File: config.mk
export PLATFORM = sky130hd
export DESIGN_NAME = integer_to_ascii_formatter_core
export DESIGN_NICKNAME = d
export VERILOG_FILES = /design/src/itaf_pkg.sv /design/src/itaf_datapath.sv /design/src/itaf_ctrl.sv /design/src/integer_to_ascii_formatter_core.sv
export SDC_FILE = /design/constraint.sdc
export NUM_CORES = 1
export LEC_CHECK = 0
export BUFFER_PORTS_ARGS = -buffer_cell sky130_fd_sc_hd__buf_2
export CORE_MARGIN = 2
export CORE_UTILIZATION = 49
export DETAILED_ROUTE_END_ITERATION = 7
export PLACE_DENSITY = 0.68
export SLEW_MARGIN = 20
export SYNTH_ARGS = -nofsm -noshare
export SYNTH_HDL_FRONTEND = slang
export SYNTH_SLANG_ARGS = --single-unit
File: constraint.sdc
create_clock -name clk_i -period 8.94 [get_ports clk_i]
set_clock_uncertainty 0.2 [all_clocks]
set_input_delay 0.894 -clock clk_i [delete_from_list [all_inputs] [get_ports clk_i]]
set_output_delay 0.894 -clock clk_i [all_outputs]
set_load 0.02 [all_outputs]
File: src/itaf_pkg.sv
package itaf_pkg;

  localparam int unsigned VALUE_W = 32;
  localparam int unsigned CNT_W = 6;
  localparam int unsigned IDX_W = 5;
  localparam int unsigned DEC_DIGITS = 10;
  localparam int unsigned BCD_W = 4 * DEC_DIGITS;
  localparam int unsigned HEX_DIGITS = 8;
  localparam int unsigned CHAR_W = 8;
  localparam int unsigned MAX_BIN_DIGITS_DEF = 32;

  localparam logic [CHAR_W-1:0] ASCII_ZERO = 8'd48;
  localparam logic [CHAR_W-1:0] ASCII_A = 8'd65;
  localparam logic [CHAR_W-1:0] ASCII_MINUS = 8'd45;

  typedef enum logic [1:0] {
    REQ_UDEC,
    REQ_SDEC,
    REQ_HEX,
    REQ_BIN
  } req_e;

  typedef struct packed {
    logic load;
    logic conv;
    logic skip;
    logic emit;
    logic emit_sign;
  } itaf_cmd_t;

  typedef struct packed {
    req_e mode;
    logic neg;
    logic cnt_zero;
    logic cnt_one;
    logic top_zero;
  } itaf_sts_t;

  function automatic logic [CHAR_W-1:0] digit_char(input logic [3:0] d);
    logic [CHAR_W-1:0] r;
    if (d > 4'd9) begin
      r = ASCII_A + {4'd0, d} - 8'd10;
    end else begin
      r = ASCII_ZERO + {4'd0, d};
    end
    return r;
  endfunction

endpackage

File: src/itaf_datapath.sv
module itaf_datapath import itaf_pkg::*; #(
  parameter int unsigned MaxBinDigits = MAX_BIN_DIGITS_DEF
) (
  input  logic               clk_i,
  input  req_e               in_type_i,
  input  logic [VALUE_W-1:0] in_value_i,
  input  logic [CNT_W-1:0]   in_bin_digits_i,
  input  itaf_cmd_t          cmd_i,
  output itaf_sts_t          sts_o,
  output logic [CHAR_W-1:0]  char_o,
  output logic               last_o
);

  localparam int unsigned BinCap = (MaxBinDigits > VALUE_W) ? VALUE_W : MaxBinDigits;
  localparam logic [CNT_W-1:0] BinCapC = CNT_W'(BinCap);

  req_e               mode_q;
  logic               neg_q;
  logic [VALUE_W-1:0] src_q;
  logic [BCD_W-1:0]   bcd_q;
  logic [BCD_W-1:0]   bcd_adj;
  logic [CNT_W-1:0]   cnt_q;
  logic [CNT_W-1:0]   cnt_m1;
  logic [CNT_W-1:0]   bin_cnt;
  logic [CHAR_W-1:0]  char_q;
  logic               last_q;
  logic               in_neg;

  assign in_neg = (in_type_i == REQ_SDEC) && in_value_i[VALUE_W-1];
  assign cnt_m1 = cnt_q - 1'b1;
  assign bin_cnt = (in_bin_digits_i > BinCapC) ? BinCapC : in_bin_digits_i;

  always_comb begin
    for (int i = 0; i < DEC_DIGITS; i++) begin
      if (bcd_q[i*4 +: 4] >= 4'd5) begin
        bcd_adj[i*4 +: 4] = bcd_q[i*4 +: 4] + 4'd3;
      end else begin
        bcd_adj[i*4 +: 4] = bcd_q[i*4 +: 4];
      end
    end
  end

  always_ff @(posedge clk_i) begin
    if (cmd_i.load) begin
      mode_q <= in_type_i;
      neg_q  <= in_neg;
      src_q  <= in_neg ? (~in_value_i + 1'b1) : in_value_i;
      case (in_type_i)
        REQ_HEX: begin
          bcd_q <= {in_value_i, {(BCD_W - VALUE_W){1'b0}}};
          cnt_q <= CNT_W'(HEX_DIGITS);
        end
        REQ_BIN: begin
          bcd_q <= '0;
          cnt_q <= bin_cnt;
        end
        default: begin
          bcd_q <= '0;
          cnt_q <= CNT_W'(VALUE_W);
        end
      endcase
    end else if (cmd_i.conv) begin
      bcd_q <= {bcd_adj[BCD_W-2:0], src_q[VALUE_W-1]};
      src_q <= {src_q[VALUE_W-2:0], 1'b0};
      cnt_q <= (cnt_q == CNT_W'(1)) ? CNT_W'(DEC_DIGITS) : cnt_m1;
    end else if (cmd_i.skip) begin
      bcd_q <= {bcd_q[BCD_W-5:0], 4'd0};
      cnt_q <= cnt_m1;
    end else if (cmd_i.emit) begin
      bcd_q <= {bcd_q[BCD_W-5:0], 4'd0};
      cnt_q <= cnt_m1;
    end
    if (cmd_i.emit_sign) begin
      char_q <= ASCII_MINUS;
      last_q <= 1'b0;
    end else if (cmd_i.emit) begin
      if (mode_q == REQ_BIN) begin
        char_q <= ASCII_ZERO + {7'd0, src_q[cnt_m1[IDX_W-1:0]]};
      end else begin
        char_q <= digit_char(bcd_q[BCD_W-1 -: 4]);
      end
      last_q <= (cnt_q == CNT_W'(1));
    end
  end

  assign sts_o.mode     = mode_q;
  assign sts_o.neg      = neg_q;
  assign sts_o.cnt_zero = (cnt_q == '0);
  assign sts_o.cnt_one  = (cnt_q == CNT_W'(1));
  assign sts_o.top_zero = (bcd_q[BCD_W-1 -: 4] == 4'd0);
  assign char_o = char_q;
  assign last_o = last_q;

endmodule

File: src/itaf_ctrl.sv
module itaf_ctrl import itaf_pkg::*; (
  input  logic      clk_i,
  input  logic      rst_ni,
  input  logic      in_valid_i,
  output logic      in_ready_o,
  output logic      out_valid_o,
  input  logic      out_ready_i,
  input  itaf_sts_t sts_i,
  output itaf_cmd_t cmd_o
);

  typedef enum logic [2:0] {
    ST_IDLE,
    ST_DISPATCH,
    ST_SIGN,
    ST_CONV,
    ST_SKIP,
    ST_EMIT
  } state_e;

  state_e state_q;
  state_e state_d;
  logic   out_valid_q;
  logic   slot_free;

  assign slot_free = !out_valid_q || out_ready_i;

  always_comb begin
    state_d = state_q;
    cmd_o = '0;
    unique case (state_q)
      ST_IDLE: begin
        if (in_valid_i) begin
          cmd_o.load = 1'b1;
          state_d = ST_DISPATCH;
        end
      end
      ST_DISPATCH: begin
        if (sts_i.mode == REQ_BIN) begin
          state_d = sts_i.cnt_zero ? ST_IDLE : ST_EMIT;
        end else if (sts_i.mode == REQ_HEX) begin
          state_d = ST_SKIP;
        end else if (sts_i.neg) begin
          state_d = ST_SIGN;
        end else begin
          state_d = ST_CONV;
        end
      end
      ST_SIGN: begin
        if (slot_free) begin
          cmd_o.emit_sign = 1'b1;
          state_d = ST_CONV;
        end
      end
      ST_CONV: begin
        cmd_o.conv = 1'b1;
        if (sts_i.cnt_one) begin
          state_d = ST_SKIP;
        end
      end
      ST_SKIP: begin
        if (sts_i.top_zero && !sts_i.cnt_one) begin
          cmd_o.skip = 1'b1;
        end else begin
          state_d = ST_EMIT;
        end
      end
      ST_EMIT: begin
        if (slot_free) begin
          cmd_o.emit = 1'b1;
          if (sts_i.cnt_one) begin
            state_d = ST_IDLE;
          end
        end
      end
      default: state_d = ST_IDLE;
    endcase
  end

  always_ff @(posedge clk_i or negedge rst_ni) begin
    if (!rst_ni) begin
      state_q <= ST_IDLE;
      out_valid_q <= 1'b0;
    end else begin
      state_q <= state_d;
      if (cmd_o.emit || cmd_o.emit_sign) begin
        out_valid_q <= 1'b1;
      end else if (out_ready_i) begin
        out_valid_q <= 1'b0;
      end
    end
  end

  assign in_ready_o = (state_q == ST_IDLE);
  assign out_valid_o = out_valid_q;

endmodule

File: src/integer_to_ascii_formatter_core.sv
// Channel  Direction  Payload
// s_axis   in         tuser: req_type[1:0]; tdata: value[31:0], bin_digits[37:32]
// m_axis   out        tdata: char_code[7:0]; tlast: last_char
//
// A request is loaded and dispatched, then its characters are emitted in turn.
// Decimal first runs a shift-and-add-3 conversion over all 32 bits and drops up to 9
// leading zeros; hex drops up to 7. Both then leave the zero skip for the emit state.
// A binary request emits its digits with no conversion or zero skip.
// Reset returns the controller to idle and clears the output valid.
// A stalled output holds its character and pauses the controller before its next character.
module integer_to_ascii_formatter_core import itaf_pkg::*; #(
  parameter int unsigned MAX_BIN_DIGITS = MAX_BIN_DIGITS_DEF
) (
  input  logic        clk_i,
  input  logic        rst_ni,
  input  logic        s_axis_tvalid,
  output logic        s_axis_tready,
  input  logic [39:0] s_axis_tdata,  // value[31:0], bin_digits[37:32], zero pad
  input  logic [1:0]  s_axis_tuser,  // req_type[1:0]
  output logic        m_axis_tvalid,
  input  logic        m_axis_tready,
  output logic [7:0]  m_axis_tdata,  // char_code[7:0]
  output logic        m_axis_tlast
);

  itaf_cmd_t cmd;
  itaf_sts_t sts;

  itaf_ctrl u_ctrl (
    .clk_i      (clk_i),
    .rst_ni     (rst_ni),
    .in_valid_i (s_axis_tvalid),
    .in_ready_o (s_axis_tready),
    .out_valid_o(m_axis_tvalid),
    .out_ready_i(m_axis_tready),
    .sts_i      (sts),
    .cmd_o      (cmd)
  );

  itaf_datapath #(
    .MaxBinDigits(MAX_BIN_DIGITS)
  ) u_datapath (
    .clk_i          (clk_i),
    .in_type_i      (req_e'(s_axis_tuser)),
    .in_value_i     (s_axis_tdata[31:0]),
    .in_bin_digits_i(s_axis_tdata[37:32]),
    .cmd_i          (cmd),
    .sts_o          (sts),
    .char_o         (m_axis_tdata),
    .last_o         (m_axis_tlast)
  );

`ifndef SYNTHESIS
  a_emit_slot_free: assert property (@(posedge clk_i) disable iff (!rst_ni)
    (cmd.emit || cmd.emit_sign) |-> (!m_axis_tvalid || m_axis_tready))
    else $error("character emitted over a pending one");

  a_conv_count: assert property (@(posedge clk_i) disable iff (!rst_ni)
    cmd.conv |-> !sts.cnt_zero)
    else $error("conversion counter underflow");

  a_last_flag: assert property (@(posedge clk_i) disable iff (!rst_ni)
    (cmd.emit && sts.cnt_one) |=> (m_axis_tvalid && m_axis_tlast))
    else $error("final character lacks tlast");

  a_sign_not_last: assert property (@(posedge clk_i) disable iff (!rst_ni)
    cmd.emit_sign |=> (m_axis_tvalid && !m_axis_tlast))
    else $error("sign character marked last");
`endif

endmodule

==> metrics.md, run 1 <==
| Metric | Value |
|---|---|
| Number of synthesized flops with an enable pin | 81 |
| Cts repair resizes | 0 |
| HP Class | in -> async |
| Met1 usage | 29.76% |
| Most frequent cells in the layout | edfxtp_1, o21ai_0, a21oi_1, nand2_1, buf_2 |
| Top Ports | between 50 and 60 |
| Synth Cell Area | slightly above 0.006 sq mm |
| Prevailing post-synth register cell | edfxtp_1 |
| Hold_ws | ~0.14 ns |
| Worst Max-Slew Pin Slew | around 0.96 ns |
| Filler instances | around 1100 |
| Syn. warnings | 0 |
| Worst Path Max Fanout | 75 |
| Post-Route Setup TNS | 0 ns |
| Final net count | approximately 800 |
| Post-synth ARST share | 4.301% |
| Vias | between 5000 and 6000 |
| Port Buffers | 53 |
| Initial antenna violation count | 0 |
| Tcrit/Tclk final | between 40 and 50% |
| Setup Fix Bufs, Post-CTS | 0 |
| Total track usage | between 20% and 30% |
| Share of cells above drive strength 1 | 11.81% |
| WL final | between 10 and 15 mm |
| Final ANT Viol Nets | 0 |
| Clock root buffer | clkbuf_16 |
| Final setup fails | 0 |
| Multi-input gate area | between 0.003 and 0.004 sq mm |
| # clock sinks | 93 |
| Min cycle time layout | ~3.8 ns |
| Mapped Cells | between 600 and 700 |
| Critical path type | reg -> reg |
| Pins Over Slew Limit | 0 |
| Max capacitance violation total | 0 |
| DRC violations left | 0 |
| Synth unique cells | between 50 and 60 |
| Vias in the first global route | between 4000 and 5000 |
| CTS hold repair buffers | 0 |
| WL per Instance | 16.55 um |
| Arrival @ worst endpoint | 3.59 ns |
| Run status | finished clean |
| Rows | between 40 and 50 |
| Max Root-Sink Buffers | 2 |
| First-pass GRT wire length | approximately 24 mm |
| P per Cell Area | 377.1 mW/mm^2 |
| FF/Latch Area | roughly 0.0027 sq mm |
| CP max stage cell | nor2_4 |
| P_leak | around 2.6 nW |
| Final Hold Viols | 0 |
| Fmax | approximately 270 MHz |
| CP most frequent cell | buf_4 |
| Slew headroom | between 30% and 40% |
| Met3 GRT Util | under 10% |
| Vias/cell | 5.824 |
| TritonRoute pass-1 iters | 6 |
| Core area | ~0.012 sq mm |
| CP Data Required Time | 8.77 ns |
| CP Cell Sequence | nor3_1 -> nand2_2 -> buf_4 -> clkinv_1 -> nor2_4 -> o211ai_1 -> buf_4 |
| Die footprint | 0.01353 sq mm |
| Congestion Overflow GR | 0 |
| Die X-Extent | 116.3 um |
| Maximum VDD drop | 0.1591 mV |
| Area grow syn2layout | 10.76% |
| CTS tree | yes |
| H-tree levels | 3 |
| Die height | about 120 um |
| Number of diodes | 0 |
| Synth Register Bits | between 90 and 100 |
| RSZ-0062 raised after global routing | false |
| CP max stage delay | 0.71 ns |
| 1st-iter DRT viols | 480 |
| Met2 Track Usage GR | about 38% |
| Startpoint types | flop |
| Clock Latency Late Sink | approximately 0.35 ns |
| Starting Density | about half |
| Gr busiest metal | met2 |
| GPL Wtd Cong | just over 0.8 |
| Post-DP HPWL | roughly 10 mm |
| Commonest non-fill, non-tap cell in the layout | edfxtp_1 |
| Syn_area_per_cell | just over 9 sq um |
| Sequential-to-total area share from yosys stat | ~44% |
| Syn_nets | roughly 750 |
| TritonCTS Buffers | 9 |
| Pin count of the biggest net entering global routing | 76 |
| Critical path capture point type | flop |
| Clock transition at the registers of the reported paths | 0.07 ns |
## sequential cells by signal, summed over array words and instances (netlist names)
| signal | count |
|---|---|
| u_datapath.char_o | 7 |
| u_datapath.cnt_q | 6 |
| u_ctrl.state_q | 3 |
| u_datapath.bcd_q | 40 |
| u_datapath.last_o | 1 |
| u_datapath.neg_q | 1 |
| u_datapath.mode_q | 2 |
| u_ctrl.out_valid_o | 1 |
| u_datapath.src_q | 32 |
## kinds of logic (layout without fill, tap and decap cells)
kind of cell | Yosys count | in the layout | synth area share (%)
AOI/OAI and AO/OA | 220 | 220 | 20.98
buffers and inverters | 75 | 112 | 4.836
and+or+nand+nor | 204 | 204 | 16.96
muxes | 11 | 11 | 2.185
xor gates and xnor gates | 45 | 45 | 6.374
other | 1 | 1 | 0.06065
adders and majority gates | 25 | 25 | 5.059
DFF | 93 | 93 | 43.55
## final timing paths
| path | start | to | slack, ns | cells after the start |
|---|---|---|---|---|
| worst min-delay path | rst_ni | u_ctrl.state_q[1]$_DFFE_PN0P_ | 0.14 | 1 |
| worst max-delay path | u_ctrl.state_q[1]$_DFFE_PN0P_ | u_datapath.bcd_q[20]$_DFFE_PP_ | 5.18 | 7 |
| worst max register to register | u_ctrl.state_q[1]$_DFFE_PN0P_ | u_datapath.bcd_q[20]$_DFFE_PP_ | 5.18 | 7 |
| max in group asynchronous | rst_ni | u_ctrl.out_valid_o$_DFFE_PN0P_ | 8.29 | 1 |
| min in group clk_i | u_datapath.last_o$_SDFFE_PP0P_ | u_datapath.last_o$_SDFFE_PP0P_ | 0.25 | 2 |
| worst min register to register | u_datapath.last_o$_SDFFE_PP0P_ | u_datapath.last_o$_SDFFE_PP0P_ | 0.25 | 2 |
## synth_stat cells (all sizes together), types with 4 or more instances
master | number | area, sq um
a2111oi | 4 | 35.03
a21oi | 65 | 325.3
a22oi | 27 | 202.7
a31oi | 20 | 125.1
buf | 14 | 70.07
clkbuf | 22 | 82.58
dfrtp | 4 | 100.1
dfxtp | 8 | 160.2
edfxtp | 81 | 2432
ha | 25 | 312.8
inv | 38 | 142.6
mux2i | 9 | 90.09
nand2 | 59 | 221.5
nand2b | 12 | 75.07
nand3 | 18 | 90.09
nor2 | 47 | 176.4
nor2b | 7 | 43.79
nor3 | 11 | 55.05
nor3b | 19 | 147.6
nor4 | 8 | 65.06
o211ai | 11 | 82.58
o21ai | 73 | 365.4
or2 | 5 | 31.28
or4 | 4 | 30.03
xnor2 | 38 | 332.8
xor2 | 7 | 61.31
## layout make-up
type | count | share of cell area, %
multi-input cells | 506 | 46.84
flip-flops and latches | 93 | 39.31
inverters | 39 | 2.137
clock buffers | 9 | 3.288
clock inverters | 7 | 0.9682
well taps | 172 | 3.142
repair buffers | 57 | 4.311
## routing by layer
| layer | wire [um] | vias up |
|---|---|---|
| li1 | - | 2536 |
| met4 | 177 | 0 |
| met3 | 586 | 16 |
| met1 | 6712 | 2486 |
| met2 | 7135 | 105 |
| met5 | 0 | - |
## per-stage QoR
step,cell area (sq um),power [mW],util (%),setup WS [ns],instances
after floorplan,6183,1.895,-,5.053,674
after global placement,6553,2.143,52.56,4.564,867
after detailed placement,6553,2.193,52.56,4.553,867
after CTS,6844,2.578,54.90,4.828,883
after global routing,6849,2.804,54.94,4.850,883
final,6849,2.583,54.94,5.180,883
## critical path, delay by kind of cell, from the launching register on
| family | cells | cell delay, ns |
|---|---|---|
| flops | 1 | 0.57 |
| simple gates | 3 | 0.94 |
| buf+inv | 3 | 1.50 |
| compound gates | 1 | 0.18 |
## power by group
group | internal, mW | total, mW | switching, mW
registers | 0.810 | 1.02 | 0.209
clock network | 0.215 | 0.385 | 0.171
logic | 0.470 | 1.18 | 0.708
total | 1.50 | 2.58 | 1.09
Power figures use the tool's default switching activity.
==> inputs of run 2 (changes only) <==
PLACE_DENSITY = 0.7   (was 0.68)
clock period = 3.45 ns   (was 8.94 ns; I/O delays follow)
==> metrics.md, run 2 (synthesis results as in run 1) <==
| Metric | Value |
|---|---|
| Max Root-Sink Buffers | 2 |
| Worst Path Max Fanout | 19 |
| Tcrit/Tclk final | approximately four fifths |
| Vias | roughly 5200 |
| P_leak | between 2 and 3 nW |
| H-tree levels | 3 |
| CP Depth | 6 |
| Flop2flop setup slack | 0.69 ns |
| Final setup fails | 0 |
| Area grow syn2layout | 11.09% |
| Most frequent cells in the layout | edfxtp_1, o21ai_0, a21oi_1, nand2_1, buf_2 |
| Crit path from | u_ctrl.state_q[1]$_DFFE_PN0P_ |
| Clock root buffer | clkbuf_16 |
| CTS tree | yes |
| TritonCTS Buffers | 9 |
| Max capacitance violation total | 0 |
| Vias/cell | a little under 6 |
| Slew headroom | a little under half |
| Congestion Overflow GR | 0 |
| Cts repair resizes | 0 |
| Fmax | 362.8 MHz |
| Critical path capture point type | flop |
| Worst Max-Slew Pin Slew | 0.7983 ns |
| Top reg by flops | u_datapath.bcd_q |
| WL per Instance | roughly 17 um |
| Final Hold Viols | 0 |
| Run status | finished clean |
| R2R depth | 6 |
| Share of cells above drive strength 1 | 12.04% |
| Die footprint | 0.01353 sq mm |
| Post-DP HPWL | ~10 mm |
| # clock sinks | 93 |
| CP max stage cell | inv_1 |
| CP Data Required Time | about 3.3 ns |
| Min cycle time layout | approximately 2.8 ns |
| Worst setup margin | a little under 0.7 ns |
| CP Buf/Inv Count | 3 |
| Starting Density | between 40% and 50% |
| Setup Fix Bufs, Post-CTS | 0 |
| Crit Reg-Reg Endpoint | u_datapath.src_q[12]$_DFFE_PP_ |
| P per Cell Area | just under 1000 mW/mm^2 |
| First-pass GRT wire length | about 24 mm |
| Startpoint types | flop |
| CP max stage delay | roughly 0.56 ns |
| Final Power | about 6.7 mW |
| R2R Path Start | u_ctrl.state_q[1]$_DFFE_PN0P_ |
| Max reg flops | 40 |
| Die height | around 120 um |
| Die X-Extent | roughly 120 um |
| DRC violations left | 0 |
| DP Area | 0.006588 sq mm |
| Place WS | 0.7084 ns |
| Critical path type | reg -> reg |
| Hold_ws | approximately 0.052 ns |
| Initial antenna violation count | 0 |
| Critical Path End | u_datapath.src_q[12]$_DFFE_PP_ |
| Final net count | 782 |
| 1st-iter DRT viols | ~380 |
| RSZ-0062 raised after global routing | false |
| CP Cell Sequence | nor3_1 -> nand2_2 -> clkinv_1 -> nor2_2 -> inv_1 -> buf_4 |
| Port Buffers | 53 |
| Total track usage | between 20 and 25% |
| Top Ports | 57 |
| Clock Latency Late Sink | 0.35 ns |
| Commonest non-fill, non-tap cell in the layout | edfxtp_1 |
| Arrival @ worst endpoint | 2.60 ns |
| Top delay family on crit path | buffers and inverters |
| Vias in the first global route | slightly below 5000 |
| HP Class | in -> reg |
| Pin count of the biggest net entering global routing | between 70 and 80 |
| Clock transition at the registers of the reported paths | roughly 0.06 ns |
| Core area | around 0.012 sq mm |
| Number of diodes | 0 |
| Final ANT Viol Nets | 0 |
| Maximum VDD drop | 0.4029 mV |
| Pins Over Slew Limit | 0 |
| GPL Wtd Cong | slightly above 0.8 |
| WL final | 14.65 mm |
| TritonRoute pass-1 iters | 5 |
| CTS hold repair buffers | 1 |
| Fin util | between 50% and 60% |
| Rows | 41 |
| Design area | 0.006869 sq mm |
==> run 2: worst register-to-register path: cells and delay by family, from the launching register on <==
kind                   cells  cell delay [ns]
flip-flops                 1             0.52
buffers and inverters      3             1.18
AND/OR/NAND/NOR            3             0.55
==> run 2: routing by layer <==
metal	up-vias	GRT usage, %	wire (um)
li1	2539	-	-
met1	2476	28.25	6649
met2	132	38.33	7184
met3	16	3.010	560
met4	0	10.40	259
met5	-	0	0
==> run 2: area by class of cell <==
cell class              count  area (sq um)
clock buffers              11         232.7
repair buffers             62         335.3
clock inverters             3         38.79
flip-flops and latches     93          2693
well taps                 172         215.2
fillers                  1108          5597
multi-input cells         506          3208
inverters                  39         146.4
==> run 2: power breakdown <==
part	switching (mW)	internal, mW
clock network	0.413	0.551
logic	1.86	1.24
registers	0.523	2.10
total	2.80	3.89
==> run 2: worst min-delay path by stage <==
stage / startpoint / end / slack, ns / depth (start not counted)
floorplan: rst_ni / u_ctrl.out_valid_o$_DFFE_PN0P_ / -0.15 / 0
global placement: rst_ni / u_ctrl.state_q[0]$_DFFE_PN0P_ / -0.05 / 1
detailed placement: rst_ni / u_ctrl.state_q[0]$_DFFE_PN0P_ / -0.05 / 1
CTS: s_axis_tuser[1] / u_datapath.mode_q[1]$_DFFE_PP_ / 0.05 / 1
global route: s_axis_tuser[1] / u_datapath.mode_q[1]$_DFFE_PP_ / 0.06 / 1
finish: s_axis_tuser[1] / u_datapath.mode_q[1]$_DFFE_PP_ / 0.05 / 1
==> run 2: metrics by stage <==
step | cells | TNS (ns)
global route | 886 | 0
floorplan | 674 | -16.61
detailed placement | 871 | 0
CTS | 886 | 0
finish | 886 | 0
global placement | 871 | 0
